$ cat src/sv/channel_to_modbus_write_framer_unit_macros.svh
// assertion macros shared by the framer modules
// expects clk and rst_n in the scope of use
`ifndef CHANNEL_TO_MODBUS_WRITE_FRAMER_UNIT_MACROS_SVH
`define CHANNEL_TO_MODBUS_WRITE_FRAMER_UNIT_MACROS_SVH

// condition holds at every edge out of reset
`define CMWF_ASSERT_ALWAYS(name, cond, msg) \
    name: assert property (@(posedge clk) disable iff (!rst_n) (cond)) \
        else $error(msg);

// antecedent implies consequent at the next edge
`define CMWF_ASSERT_NEXT(name, ante, cons, msg) \
    name: assert property (@(posedge clk) disable iff (!rst_n) (ante) |=> (cons)) \
        else $error(msg);

`endif

$ cat src/sv/cmwf_pkg.sv
// types, constants and crc helper for the channel to modbus write framer
// no dependencies
`timescale 1ns / 1ps

package cmwf_pkg;

    localparam int DRIVE_W = 16;

    localparam logic [7:0]  FUNC_WRITE_SINGLE = 8'h06;
    localparam logic [15:0] CRC_SEED          = 16'hFFFF;
    localparam logic [15:0] CRC_POLY          = 16'hA001;
    localparam logic signed [16:0] CHANNEL_CENTER = 17'sd1500;
    // ceil(2^19 / 9), exact quotient for dividends below 2^16
    localparam logic [15:0] DIV9_RECIP        = 16'd58255;
    localparam int          DIV9_SHIFT        = 19;

    localparam logic [2:0] BYTE_SLAVE    = 3'd0;
    localparam logic [2:0] BYTE_FUNC     = 3'd1;
    localparam logic [2:0] BYTE_REG_HI   = 3'd2;
    localparam logic [2:0] BYTE_REG_LO   = 3'd3;
    localparam logic [2:0] BYTE_VALUE_HI = 3'd4;
    localparam logic [2:0] BYTE_VALUE_LO = 3'd5;
    localparam logic [2:0] BYTE_CRC_LO   = 3'd6;
    localparam logic [2:0] BYTE_CRC_HI   = 3'd7;

    typedef enum logic [2:0] {
        REG_SLAVE_ADDRESS    = 3'd0,
        REG_REGISTER_ADDRESS = 3'd1,
        REG_CHANNEL_MIN      = 3'd2,
        REG_CHANNEL_MAX      = 3'd3,
        REG_CHANNEL_MID      = 3'd4,
        REG_DEADBAND         = 3'd5,
        REG_DRIVE_SCALE      = 3'd6,
        REG_DRIVE_LIMIT      = 3'd7
    } cfg_idx_t;

    typedef struct packed {
        logic [7:0]         slave_address;
        logic [15:0]        register_address;
        logic signed [15:0] channel_min;
        logic signed [15:0] channel_max;
        logic signed [15:0] channel_mid;
        logic [14:0]        deadband;
        logic [7:0]         drive_scale;
        logic [14:0]        drive_limit;
    } cfg_t;

    function automatic logic [15:0] crc16_byte(input logic [15:0] crc_in,
                                               input logic [7:0] data);
        logic [15:0] c;
        c = crc_in ^ {8'h00, data};
        for (int b = 0; b < 8; b++)
        begin
            if (c[0])
            begin
                c = (c >> 1) ^ CRC_POLY;
            end
            else
            begin
                c = c >> 1;
            end
        end
        return c;
    endfunction

endpackage

$ cat src/sv/cmwf_if.sv
// handshake interfaces for command input and frame byte output
// no dependencies
`timescale 1ns / 1ps

interface cmwf_cmd_if;
    logic        valid;
    logic        ready;
    logic        kind;
    logic [15:0] raw_value;

    modport source (output valid, output kind, output raw_value, input ready);
    modport sink   (input valid, input kind, input raw_value, output ready);
endinterface

interface cmwf_byte_if;
    logic               valid;
    logic               ready;
    logic [7:0]         frame_byte;
    logic [2:0]         byte_index;
    logic               last_byte;
    logic signed [15:0] drive_value;

    modport source (output valid, output frame_byte, output byte_index,
                    output last_byte, output drive_value, input ready);
    modport sink   (input valid, input frame_byte, input byte_index,
                    input last_byte, input drive_value, output ready);
endinterface

$ cat src/sv/cmwf_front.sv
// front pipeline: clamp, deadband, divide by nine, scale, saturate
// depends on cmwf_pkg, cmwf_if and the macros header
`timescale 1ns / 1ps
`include "channel_to_modbus_write_framer_unit_macros.svh"

module cmwf_front
(
    input  logic                                 clk,
    input  logic                                 rst_n,
    input  cmwf_pkg::cfg_t                       cfg,
    cmwf_cmd_if.sink                             cmd,
    input  logic                                 q_full,
    output logic                                 push_valid,
    output logic signed [cmwf_pkg::DRIVE_W-1:0]  push_drive
);

    logic               adv;
    logic               s1_valid_reg, s2_valid_reg, s3_valid_reg, s4_valid_reg;
    logic               s1_stop_reg, s2_stop_reg, s3_stop_reg, s4_stop_reg;
    logic signed [15:0] s1_v_reg, s2_v_reg;
    logic signed [15:0] s2_v_next;
    logic               s3_neg_reg;
    logic [31:0]        s3_prod_reg;
    logic [31:0]        s3_prod_next;
    logic               s3_neg_next;
    logic signed [21:0] s4_t_reg;
    logic signed [21:0] s4_t_next;

    logic signed [16:0] diff;
    logic [16:0]        adiff;
    logic signed [16:0] centered;
    logic [16:0]        acent;
    logic [11:0]        quot;
    logic signed [12:0] squot;
    logic signed [21:0] lim_pos;
    logic signed [21:0] lim_neg;

    assign adv       = !(s4_valid_reg && q_full);
    assign cmd.ready = adv;

    // clamp and deadband
    always_comb
    begin
        diff  = 17'(s1_v_reg) - 17'(cfg.channel_mid);
        adiff = diff[16] ? 17'(-diff) : 17'(diff);
        priority if (s1_v_reg > cfg.channel_max)
        begin
            s2_v_next = cfg.channel_max;
        end
        else if (s1_v_reg < cfg.channel_min)
        begin
            s2_v_next = cfg.channel_min;
        end
        else if (adiff < {2'b00, cfg.deadband})
        begin
            s2_v_next = cfg.channel_mid;
        end
        else
        begin
            s2_v_next = s1_v_reg;
        end
    end

    // divide magnitude by nine through the reciprocal
    always_comb
    begin
        centered     = 17'(s2_v_reg) - cmwf_pkg::CHANNEL_CENTER;
        s3_neg_next  = centered[16];
        acent        = s3_neg_next ? 17'(-centered) : 17'(centered);
        s3_prod_next = acent[15:0] * cmwf_pkg::DIV9_RECIP;
    end

    // restore sign and scale
    always_comb
    begin
        quot      = s3_prod_reg[cmwf_pkg::DIV9_SHIFT +: 12];
        squot     = s3_neg_reg ? -$signed({1'b0, quot}) : $signed({1'b0, quot});
        s4_t_next = 22'(squot) * 22'($signed({1'b0, cfg.drive_scale}));
    end

    // saturate, or force zero for a stop command
    always_comb
    begin
        lim_pos    = $signed({7'b0, cfg.drive_limit});
        lim_neg    = -lim_pos;
        push_valid = s4_valid_reg && !q_full;
        priority if (s4_stop_reg)
        begin
            push_drive = '0;
        end
        else if (s4_t_reg > lim_pos)
        begin
            push_drive = lim_pos[15:0];
        end
        else if (s4_t_reg < lim_neg)
        begin
            push_drive = lim_neg[15:0];
        end
        else
        begin
            push_drive = s4_t_reg[15:0];
        end
    end

    always_ff @(posedge clk or negedge rst_n)
    begin
        if (!rst_n)
        begin
            s1_valid_reg <= 1'b0;
            s2_valid_reg <= 1'b0;
            s3_valid_reg <= 1'b0;
            s4_valid_reg <= 1'b0;
        end
        else if (adv)
        begin
            s1_valid_reg <= cmd.valid;
            s2_valid_reg <= s1_valid_reg;
            s3_valid_reg <= s2_valid_reg;
            s4_valid_reg <= s3_valid_reg;
        end
    end

    always_ff @(posedge clk)
    begin
        if (adv)
        begin
            s1_stop_reg <= cmd.kind;
            s1_v_reg    <= $signed(cmd.raw_value);
            s2_stop_reg <= s1_stop_reg;
            s2_v_reg    <= s2_v_next;
            s3_stop_reg <= s2_stop_reg;
            s3_neg_reg  <= s3_neg_next;
            s3_prod_reg <= s3_prod_next;
            s4_stop_reg <= s3_stop_reg;
            s4_t_reg    <= s4_t_next;
        end
    end

    `CMWF_ASSERT_NEXT(a_front_hold, s4_valid_reg && q_full,
                      s4_valid_reg && $stable(s4_t_reg) && $stable(s4_stop_reg),
                      "front result changed while queue full")

endmodule

$ cat src/sv/cmwf_queue.sv
// small fifo of drive values between front and back
// depends on cmwf_pkg and the macros header
`timescale 1ns / 1ps
`include "channel_to_modbus_write_framer_unit_macros.svh"

module cmwf_queue
#(
    parameter int DEPTH = 4
)
(
    input  logic                                 clk,
    input  logic                                 rst_n,
    input  logic                                 push,
    input  logic signed [cmwf_pkg::DRIVE_W-1:0]  push_drive,
    output logic                                 full,
    output logic                                 q_valid,
    output logic signed [cmwf_pkg::DRIVE_W-1:0]  q_drive,
    input  logic                                 pop
);

    localparam int PTR_W = (DEPTH > 1) ? $clog2(DEPTH) : 1;
    localparam int CNT_W = $clog2(DEPTH + 1);
    localparam logic [PTR_W-1:0] LAST_PTR = PTR_W'(DEPTH - 1);
    localparam logic [CNT_W-1:0] DEPTH_CNT = CNT_W'(DEPTH);

    logic signed [cmwf_pkg::DRIVE_W-1:0] mem_reg [DEPTH];
    logic [PTR_W-1:0] wr_ptr_reg, rd_ptr_reg;
    logic [CNT_W-1:0] count_reg;
    logic             do_push, do_pop;

    assign full    = count_reg == DEPTH_CNT;
    assign q_valid = count_reg != '0;
    assign q_drive = mem_reg[rd_ptr_reg];
    assign do_push = push && !full;
    assign do_pop  = pop && q_valid;

    always_ff @(posedge clk or negedge rst_n)
    begin
        if (!rst_n)
        begin
            wr_ptr_reg <= '0;
            rd_ptr_reg <= '0;
            count_reg  <= '0;
        end
        else
        begin
            if (do_push)
            begin
                wr_ptr_reg <= (wr_ptr_reg == LAST_PTR) ? '0 : wr_ptr_reg + 1'b1;
            end
            if (do_pop)
            begin
                rd_ptr_reg <= (rd_ptr_reg == LAST_PTR) ? '0 : rd_ptr_reg + 1'b1;
            end
            if (do_push && !do_pop)
            begin
                count_reg <= count_reg + 1'b1;
            end
            else if (do_pop && !do_push)
            begin
                count_reg <= count_reg - 1'b1;
            end
        end
    end

    always_ff @(posedge clk)
    begin
        if (do_push)
        begin
            mem_reg[wr_ptr_reg] <= push_drive;
        end
    end

    `CMWF_ASSERT_ALWAYS(a_queue_bound, count_reg <= DEPTH_CNT, "queue count overflow")
    `CMWF_ASSERT_NEXT(a_queue_grow, do_push && !do_pop,
                      count_reg == $past(count_reg) + 1'b1, "queue count lost a push")

endmodule

$ cat src/sv/cmwf_back.sv
// back end: serializes one modbus write frame per drive value with running crc
// depends on cmwf_pkg, cmwf_if and the macros header
`timescale 1ns / 1ps
`include "channel_to_modbus_write_framer_unit_macros.svh"

module cmwf_back
(
    input  logic                                 clk,
    input  logic                                 rst_n,
    input  cmwf_pkg::cfg_t                       cfg,
    input  logic                                 q_valid,
    input  logic signed [cmwf_pkg::DRIVE_W-1:0]  q_drive,
    output logic                                 pop,
    cmwf_byte_if.source                          frame
);

    logic               active_reg, active_next;
    logic [2:0]         idx_reg, idx_next;
    logic [15:0]        crc_reg, crc_next;
    logic signed [15:0] drive_reg, drive_next;
    logic               fire;
    logic [7:0]         cur_byte;

    always_comb
    begin
        unique case (idx_reg)
            cmwf_pkg::BYTE_SLAVE:    cur_byte = cfg.slave_address;
            cmwf_pkg::BYTE_FUNC:     cur_byte = cmwf_pkg::FUNC_WRITE_SINGLE;
            cmwf_pkg::BYTE_REG_HI:   cur_byte = cfg.register_address[15:8];
            cmwf_pkg::BYTE_REG_LO:   cur_byte = cfg.register_address[7:0];
            cmwf_pkg::BYTE_VALUE_HI: cur_byte = drive_reg[15:8];
            cmwf_pkg::BYTE_VALUE_LO: cur_byte = drive_reg[7:0];
            cmwf_pkg::BYTE_CRC_LO:   cur_byte = crc_reg[7:0];
            cmwf_pkg::BYTE_CRC_HI:   cur_byte = crc_reg[15:8];
        endcase
    end

    assign frame.valid       = active_reg;
    assign frame.frame_byte  = cur_byte;
    assign frame.byte_index  = idx_reg;
    assign frame.last_byte   = idx_reg == cmwf_pkg::BYTE_CRC_HI;
    assign frame.drive_value = drive_reg;

    assign fire = active_reg && frame.ready;
    assign pop  = !active_reg || (fire && idx_reg == cmwf_pkg::BYTE_CRC_HI);

    always_comb
    begin
        active_next = active_reg;
        idx_next    = idx_reg;
        crc_next    = crc_reg;
        drive_next  = drive_reg;
        priority if (pop)
        begin
            active_next = q_valid;
            idx_next    = cmwf_pkg::BYTE_SLAVE;
            crc_next    = cmwf_pkg::CRC_SEED;
            drive_next  = q_drive;
        end
        else if (fire)
        begin
            idx_next = idx_reg + 3'd1;
            if (idx_reg < cmwf_pkg::BYTE_CRC_LO)
            begin
                crc_next = cmwf_pkg::crc16_byte(crc_reg, cur_byte);
            end
        end
    end

    always_ff @(posedge clk or negedge rst_n)
    begin
        if (!rst_n)
        begin
            active_reg <= 1'b0;
            idx_reg    <= cmwf_pkg::BYTE_SLAVE;
        end
        else
        begin
            active_reg <= active_next;
            idx_reg    <= idx_next;
        end
    end

    always_ff @(posedge clk)
    begin
        crc_reg   <= crc_next;
        drive_reg <= drive_next;
    end

    `CMWF_ASSERT_NEXT(a_back_stall, active_reg && !frame.ready,
                      active_reg && $stable(idx_reg) && $stable(drive_reg),
                      "frame byte moved while stalled")
    `CMWF_ASSERT_NEXT(a_back_step, fire && idx_reg != cmwf_pkg::BYTE_CRC_HI,
                      active_reg && idx_reg == $past(idx_reg) + 3'd1,
                      "frame byte skipped or dropped")

endmodule

$ cat src/sv/channel_to_modbus_write_framer_unit.sv
// a command passes the front stages, then the drive queue, then the back end's frame registers
// the back end emits one frame byte a cycle while the receiver is ready, eight bytes per command
// the 4-stage front pipeline and the drive queue let commands enter back to back meanwhile, until the queue fills
// reset: rst_n async low clears pipeline, queue and frame state, restores register defaults
`timescale 1ns / 1ps

module channel_to_modbus_write_framer_unit
#(
    parameter int QUEUE_DEPTH = 4
)
(
    input  logic        clk,
    input  logic        rst_n,
    input  logic        cfg_we,
    input  logic [2:0]  cfg_index,
    input  logic [15:0] cfg_wdata,
    cmwf_cmd_if.sink    cmd,
    cmwf_byte_if.source frame
);

    cmwf_pkg::cfg_t cfg_reg;
    logic           q_full;
    logic           push_valid;
    logic           q_valid;
    logic           pop;
    logic signed [cmwf_pkg::DRIVE_W-1:0] push_drive;
    logic signed [cmwf_pkg::DRIVE_W-1:0] q_drive;

    always_ff @(posedge clk or negedge rst_n)
    begin
        if (!rst_n)
        begin
            cfg_reg.slave_address    <= 8'd1;
            cfg_reg.register_address <= 16'd0;
            cfg_reg.channel_min      <= 16'sd1000;
            cfg_reg.channel_max      <= 16'sd2000;
            cfg_reg.channel_mid      <= 16'sd1500;
            cfg_reg.deadband         <= 15'd20;
            cfg_reg.drive_scale      <= 8'd20;
            cfg_reg.drive_limit      <= 15'd1000;
        end
        else if (cfg_we)
        begin
            unique case (cmwf_pkg::cfg_idx_t'(cfg_index))
                cmwf_pkg::REG_SLAVE_ADDRESS:    cfg_reg.slave_address    <= cfg_wdata[7:0];
                cmwf_pkg::REG_REGISTER_ADDRESS: cfg_reg.register_address <= cfg_wdata;
                cmwf_pkg::REG_CHANNEL_MIN:      cfg_reg.channel_min      <= $signed(cfg_wdata);
                cmwf_pkg::REG_CHANNEL_MAX:      cfg_reg.channel_max      <= $signed(cfg_wdata);
                cmwf_pkg::REG_CHANNEL_MID:      cfg_reg.channel_mid      <= $signed(cfg_wdata);
                cmwf_pkg::REG_DEADBAND:         cfg_reg.deadband         <= cfg_wdata[14:0];
                cmwf_pkg::REG_DRIVE_SCALE:      cfg_reg.drive_scale      <= cfg_wdata[7:0];
                cmwf_pkg::REG_DRIVE_LIMIT:      cfg_reg.drive_limit      <= cfg_wdata[14:0];
            endcase
        end
    end

    cmwf_front u_front
    (
        .clk        (clk),
        .rst_n      (rst_n),
        .cfg        (cfg_reg),
        .cmd        (cmd),
        .q_full     (q_full),
        .push_valid (push_valid),
        .push_drive (push_drive)
    );

    cmwf_queue #(.DEPTH(QUEUE_DEPTH)) u_queue
    (
        .clk        (clk),
        .rst_n      (rst_n),
        .push       (push_valid),
        .push_drive (push_drive),
        .full       (q_full),
        .q_valid    (q_valid),
        .q_drive    (q_drive),
        .pop        (pop)
    );

    cmwf_back u_back
    (
        .clk     (clk),
        .rst_n   (rst_n),
        .cfg     (cfg_reg),
        .q_valid (q_valid),
        .q_drive (q_drive),
        .pop     (pop),
        .frame   (frame)
    );

endmodule

$ cat src/flat_wrapper.sv
// flat-port wrapper written by rule: the top's interface ports become plain ports
module channel_to_modbus_write_framer_unit_flat 
#(
    parameter int QUEUE_DEPTH = 4
)
  (clk, rst_n, cfg_we, cfg_index, cfg_wdata, cmd_valid, cmd_kind, cmd_raw_value, cmd_ready, frame_valid, frame_frame_byte, frame_byte_index, frame_last_byte, frame_drive_value, frame_ready);
  cmwf_cmd_if cmd_i ();
  cmwf_byte_if frame_i ();
  input  logic clk;
  input  logic rst_n;
  input  logic cfg_we;
  input  logic [2:0] cfg_index;
  input  logic [15:0] cfg_wdata;
  input wire logic [$bits(cmd_i.valid)-1:0] cmd_valid;
  input wire logic [$bits(cmd_i.kind)-1:0] cmd_kind;
  input wire logic [$bits(cmd_i.raw_value)-1:0] cmd_raw_value;
  output wire logic [$bits(cmd_i.ready)-1:0] cmd_ready;
  output wire logic [$bits(frame_i.valid)-1:0] frame_valid;
  output wire logic [$bits(frame_i.frame_byte)-1:0] frame_frame_byte;
  output wire logic [$bits(frame_i.byte_index)-1:0] frame_byte_index;
  output wire logic [$bits(frame_i.last_byte)-1:0] frame_last_byte;
  output wire logic [$bits(frame_i.drive_value)-1:0] frame_drive_value;
  input wire logic [$bits(frame_i.ready)-1:0] frame_ready;
  assign cmd_i.valid = cmd_valid;
  assign cmd_i.kind = cmd_kind;
  assign cmd_i.raw_value = cmd_raw_value;
  assign cmd_ready = cmd_i.ready;
  assign frame_valid = frame_i.valid;
  assign frame_frame_byte = frame_i.frame_byte;
  assign frame_byte_index = frame_i.byte_index;
  assign frame_last_byte = frame_i.last_byte;
  assign frame_drive_value = frame_i.drive_value;
  assign frame_i.ready = frame_ready;
  channel_to_modbus_write_framer_unit #(.QUEUE_DEPTH(QUEUE_DEPTH)) u_core (.clk(clk), .rst_n(rst_n), .cfg_we(cfg_we), .cfg_index(cfg_index), .cfg_wdata(cfg_wdata), .cmd(cmd_i), .frame(frame_i));
endmodule
$ cat config.mk
export PLATFORM = sky130hd
export DESIGN_NAME = channel_to_modbus_write_framer_unit_flat
export DESIGN_NICKNAME = d
export VERILOG_FILES = /design/src/sv/cmwf_pkg.sv /design/src/sv/cmwf_if.sv /design/src/sv/cmwf_front.sv /design/src/sv/cmwf_queue.sv /design/src/sv/cmwf_back.sv /design/src/sv/channel_to_modbus_write_framer_unit.sv /design/src/flat_wrapper.sv
export VERILOG_INCLUDE_DIRS = /design/src /design/src/sv
export SDC_FILE = /design/constraint.sdc
export NUM_CORES = 1
export LEC_CHECK = 0
export ABC_AREA = 1
export ABC_CLOCK_PERIOD_IN_PS = 17500
export CORE_MARGIN = 4
export CORE_UTILIZATION = 44
export CTS_CLUSTER_DIAMETER = 150
export DETAILED_ROUTE_END_ITERATION = 10
export DONT_BUFFER_PORTS = 1
export GPL_TIMING_DRIVEN = 0
export PLACE_DENSITY = 0.59
export SETUP_SLACK_MARGIN = 0.02
export SYNTH_ARGS = -nofsm -noshare
export SYNTH_HDL_FRONTEND = slang
export SYNTH_SLANG_ARGS = --single-unit
$ cat constraint.sdc
create_clock -name clk -period 17.5 [get_ports clk]
set_input_delay 1.75 -clock clk [delete_from_list [all_inputs] [get_ports clk]]
set_output_delay 1.75 -clock clk [all_outputs]
set_load 0.1 [all_outputs]
==> results of run 1 <==
## critical path: cells and delay by family (launching register included)
family	cells	cell delay (ps)
xor+xnor	2	490
compound gates	2	350
simple gates	13	1940
flops	1	430
fa+ha+maj	8	3530
buf+inv	7	740
## through the flow
step / area (µm²) / worst slack, ps / util (%) / hold slack (ps) / std cells
finish: 27180 / 9730 / 48.30 / 425.9 / 3787
global route: 27180 / 9282 / 48.30 / 431.9 / 3787
CTS: 27180 / 9804 / 48.29 / 424.0 / 3786
detailed placement: 26000 / 9879 / 46.20 / 410.1 / 3722
global placement: 25900 / 9908 / 46.02 / 402.1 / 3717
floorplan: 24950 / 10830 / - / 400.3 / 2961
## metal layers
metal / track usage [%] / vias to the layer above
met5: 0 / -
met4: 5.924 / 0
met3: 2.710 / 82
met2: 34.07 / 439
met1: 30.84 / 9530
li1: - / 9583
## cells in the final DEF (no fill, tap or decap), drive strengths merged, types with 2 or more instances in the layout
cell type	count
clkbuf	98
dfxtp	16
xor2	74
nand2	579
nand3b	9
o2111ai	2
a21oi	161
xnor2	26
nor4	7
nand4	21
o21a	3
dfrtp	95
o21ai	237
o221ai	3
o21bai	7
or2	13
dfstp	30
a221oi	4
nor2	210
o31ai	5
ha	275
fa	148
bufinv	2
clkinv	12
a211oi	3
inv	597
a21o	6
edfxtp	151
o22ai	17
a31oi	4
a21boi	2
buf	16
and2	3
clkinvlp	2
nand3	142
o211ai	13
nor3	29
## logic make-up after synthesis
kind of cell / Yosys count / share of synthesized area [%]
XOR/XNOR: 100 / 3.751
buffers and inverters: 659 / 10.22
AND/OR/NAND/NOR: 1015 / 17.78
multiplexers: 1 / 0.04513
AO/OA/AOI/OAI: 471 / 10.40
flip-flops: 292 / 32.14
adder cells (fa/ha/maj): 423 / 25.66
## how the worst max path moves through the flow
stage	start	end	slack [ps]	cells past startpoint
4_1_cts	u_core.u_front.s2_v_reg[2]	u_core.u_front.s3_prod_reg[29]	9800	32
3_5_place_dp	u_core.u_front.s2_v_reg[2]	u_core.u_front.s3_prod_reg[29]	9880	32
6_report	u_core.u_front.s2_v_reg[2]	u_core.u_front.s3_prod_reg[29]	9730	32
2_1_floorplan	u_core.u_front.s2_v_reg[2]	u_core.u_front.s3_prod_reg[29]	10830	32
5_1_grt	u_core.u_front.s2_v_reg[2]	u_core.u_front.s3_prod_reg[29]	9280	32
3_3_place_gp	u_core.u_front.s2_v_reg[2]	u_core.u_front.s3_prod_reg[29]	9910	32
## layout make-up
type                       instances  share of cell area, %
multi-input combinational       2010                  53.00
sequential                       292                  29.51
inverter                         597                  8.254
clock buffer                      48                  3.669
tap                              756                  3.480
buffer                            62                  1.128
clock inverter                    16                 0.6629
timing repair buffer               5                 0.2946
antenna                            1               0.009206
==> impl_metrics.json, run 1 <==
{
  "outcome": "completed",
  "setup_violations": 0,
  "min_path_cells": 0,
  "met2_length_um": 29210,
  "synth_common_cells": "inv_1, nand2_1, ha_1",
  "wl_per_cell_um": 17.02,
  "drtIter0Drc": 1281,
  "grt_usage_pct": 21.39,
  "wl_met1_um": 30370,
  "top_layer": "met4",
  "io_pins": 71,
  "vias_per_cell": 5.185,
  "drive_above_1_share_pct": 7.129,
  "grt_pass1_wl_um": 103200,
  "critPathCaptureType": "register",
  "cp_max_fo": 10,
  "regToRegEndpoint": "u_core.u_front.s3_prod_reg[29]",
  "grt_overflow": 0,
  "synth-seq-cells": 292,
  "synth_top_area_share_pct": 18.17,
  "nets": 3467,
  "hold_path_class": "reg -> reg",
  "synth.area.top_cells": "edfxtp_1, ha_1, fa_1",
  "start_util_pct": 44.34,
  "clkSinkCount": 292,
  "htreeDepth": 2,
  "multi_input_area_um2": 14410,
  "rsz0062_at_grt": "no",
  "worstSkewPairLatency_ps": 570,
  "num_rows": 87,
  "fmax_mhz": 128.7,
  "largest_reg_flops": 110,
  "relSlewSlack_pct": 26.60,
  "avgSynthCellArea_um2": 8.427,
  "dp_hpwl_um": 51820,
  "seq_area_um2": 8020,
  "dieArea_um2": 60580,
  "port_buffers": 0,
  "worstReg2RegStart": "u_core.u_front.s2_v_reg[2]",
  "fin_crit_sh_pct": 44.40,
  "clk_pin_slew_worst_paths_ps": 60,
  "hold_buffers": 0,
  "setup.worst_path.class": "reg -> reg",
  "die_y_um": 246.1,
  "ys.flop_type": "edfxtp_1",
  "grt_pass1_vias": 19240,
  "critPathLaunchType": "register",
  "hold_violations": 0,
  "synth_cell_types": 64,
  "synth.cell_area_um2": 24950,
  "hold_end": "u_core.u_front.s3_stop_reg",
  "area_growth_pct": 8.931,
  "min-delay-start": "u_core.u_front.s2_stop_reg",
  "antenna_found_initial": 2,
  "maxCapViolCount": 0,
  "synthCells": 2961,
  "critPathMaxStageDelay_ps": 560,
  "yosys.area.top_type": "edfxtp_1",
  "gp_congestion": 0.9130,
  "routed_wl_um": 64450,
  "cp.arrival_ps": 8050,
  "drtPass1Iterations": 5,
  "synth-edff-count": 151,
  "root_buffer": "clkbuf_16",
  "synth_nets": 3425,
  "ant_nets": 0,
  "ctsResizeCount": 0,
  "cts_buffer_depth": 3,
  "fin_worst_skew_ps": 33.10,
  "async_flop_share_pct": 42.81,
  "n_fill_cell": 5417,
  "crit_required_ps": 17780,
  "numCtsBuffers": 35,
  "slew_violations": 0,
  "rr_worst_depth": 32,
  "yosys_warnings": 0,
  "vias": 19630,
  "dieWidth_um": 246.1,
  "wl_met3_um": 3201,
  "critPathSlowestCell": "fa_1",
  "r2r_slack_ps": 9730,
  "setup_tns_ps": 0,
  "core-area_um2": 56280,
  "drc": 0,
  "cts_tree": "done",
  "tightest_slew_ps": 1101,
  "seq_area_frac_synth_pct": 32.14,
  "yosysMostFrequentCell": "inv_1",
  "grt_max_degree": 126,
  "period_minus_slack_ps": 7770,
  "postCtsSetupBuffers": 0
}
Power of run 1 is left out: the tool's default activity adds up to more than one toggle a clock period on the data nets, which glitch-free logic cannot reach.
==> inputs of run 2 (changes only) <==
- ABC_CLOCK_PERIOD_IN_PS: 17500 -> 7400
- clock period: 17.5 -> 7.4 ns (I/O delays scaled with it)
==> impl_metrics.json, run 2 (same netlist as run 1, synthesis figures left out) <==
{
  "wl_per_cell_um": 17.17,
  "seq_area_um2": 8020,
  "maxCapViolCount": 0,
  "io_pins": 71,
  "antenna_found_initial": 2,
  "hold_path_class": "in -> async",
  "clk_pin_slew_worst_paths_ps": 70,
  "port_buffers": 0,
  "ant_nets": 0,
  "grt_pass1_vias": 19350,
  "vias": 19830,
  "htreeDepth": 2,
  "cp_max_fo": 5,
  "root_buffer": "clkbuf_16",
  "dp_hpwl_um": 51820,
  "rsz0062_at_grt": "yes",
  "crit_required_ps": 7690,
  "nets": 3486,
  "critPathMaxStageDelay_ps": 560,
  "numCtsBuffers": 35,
  "mostFrequentLayoutCells": "inv_1, nand2_1, ha_1",
  "multi_input_area_um2": 14630,
  "grt_max_degree": 100,
  "r2r_slack_ps": 320,
  "routed_wl_um": 65370,
  "tightest_slew_ps": 1104,
  "dieArea_um2": 60580,
  "relSlewSlack_pct": 26.42,
  "die_y_um": 246.1,
  "grt_usage_pct": 21.60,
  "finish.instance_area_um2": 27570,
  "hold_violations": 0,
  "placed_area_um2": 26000,
  "drtPass1Iterations": 6,
  "setup_tns_ps": 0,
  "core-area_um2": 56280,
  "grt_overflow": 0,
  "drive_above_1_share_pct": 8.757,
  "cts_tree": "done",
  "grt.met1_usage_pct": 30.87,
  "fmax_mhz": 141.2,
  "use_met2_pct": 34.34,
  "cts_buffer_depth": 3,
  "largest_reg_flops": 110,
  "drc": 0,
  "critPathCaptureType": "register",
  "critPathLaunchType": "register",
  "gp_congestion": 0.9130,
  "slew_violations": 0,
  "critPathSlowestCell": "fa_1",
  "grt_pass1_wl_um": 104100,
  "outcome": "completed",
  "n_fill_cell": 5372,
  "cp.arrival_ps": 7370,
  "area_growth_pct": 10.49,
  "clkSinkCount": 292,
  "dieWidth_um": 246.1,
  "drtIter0Drc": 1239,
  "vias_per_cell": 5.209,
  "setup_violations": 0,
  "fin_crit_sh_pct": 95.72,
  "period_minus_slack_ps": 7083,
  "worstSkewPairLatency_ps": 570,
  "fin_worst_skew_ps": 35.78,
  "setup.worst_path.class": "reg -> reg",
  "start_util_pct": 44.34,
  "top_usage_layer": "met2",
  "gr-usage-met3_pct": 2.917,
  "num_rows": 87,
  "layout_commonest_cell": "inv_1"
}
==> run 2: cell types whose count changed in the layout (fill, tap and decap cells not counted), moves of 4 or more <==
cell and change:
xor2_2 +5, nand2_2 +6, xor2_1 -8, ha_4 +4, buf_4 +18, nand2_1 -7
ha_1 -6
==> run 2: final timing paths <==
check                                      startpoint                              to  depth (start not counted)
setup / recovery           u_core.u_front.s2_v_reg[3]  u_core.u_front.s3_prod_reg[27]                         33
hold / removal                                  rst_n              u_core.cfg_reg[40]                          0
setup reg to reg           u_core.u_front.s2_v_reg[3]  u_core.u_front.s3_prod_reg[27]                         33
hold reg to reg            u_core.u_front.s2_stop_reg      u_core.u_front.s3_stop_reg                          0
max in group asynchronous                       rst_n               u_core.cfg_reg[3]                          1
min in group clk                     cmd_raw_value[8]      u_core.u_front.s1_v_reg[8]                          0
==> run 2: cell type report <==
type / instances / share of cell area, %
flip-flops and latches: 292 / 29.09
clock buffers: 48 / 3.617
clock inverters: 16 / 0.6535
repair buffers: 24 / 0.8895
inverters: 597 / 8.137
diodes: 2 / 0.01815
well taps: 756 / 3.431
multi-input cells: 2010 / 53.05
plain buffers: 62 / 1.121
==> run 2: worst max-delay path, delay by kind of cell (launching register included) <==
family	cells	cell delay, ps
AND/OR/NAND/NOR	13	1530
AO/OA/AOI/OAI	3	380
flip-flops	1	400
XOR/XNOR	2	390
buffers and inverters	7	540
adder cells (fa/ha/maj)	8	3530
==> run 2: per-layer routing <==
metal / vias up / wire length, µm
li1: 9617 / -
met1: 9668 / 30600
met2: 456 / 29670
met3: 90 / 3218
met4: 0 / 1884
met5: - / 0
==> run 2: timing repair <==
action                                  CTS  global route
resized for setup                         5            37
endpoints found under the setup margin    4            11
buffers inserted                          4            13
gates cloned                              0             0
hold buffers                              2             0
hold endpoints to repair                 99             0
pin swaps                                 2            10
==> run 2: stage by stage <==
stage	utilization, %	cells	setup slack [ps]	hold WS (ps)
4_1_cts	48.46	3792	31.38	4.577
3_5_place_dp	46.20	3722	-220.7	410.1
3_3_place_gp	46.02	3717	-192.0	402.1
6_report	48.99	3807	316.7	45.56
5_1_grt	48.99	3806	-25.95	0.2044
2_1_floorplan	-	2961	734.9	400.3
Power of run 2 is left out for the same reason.
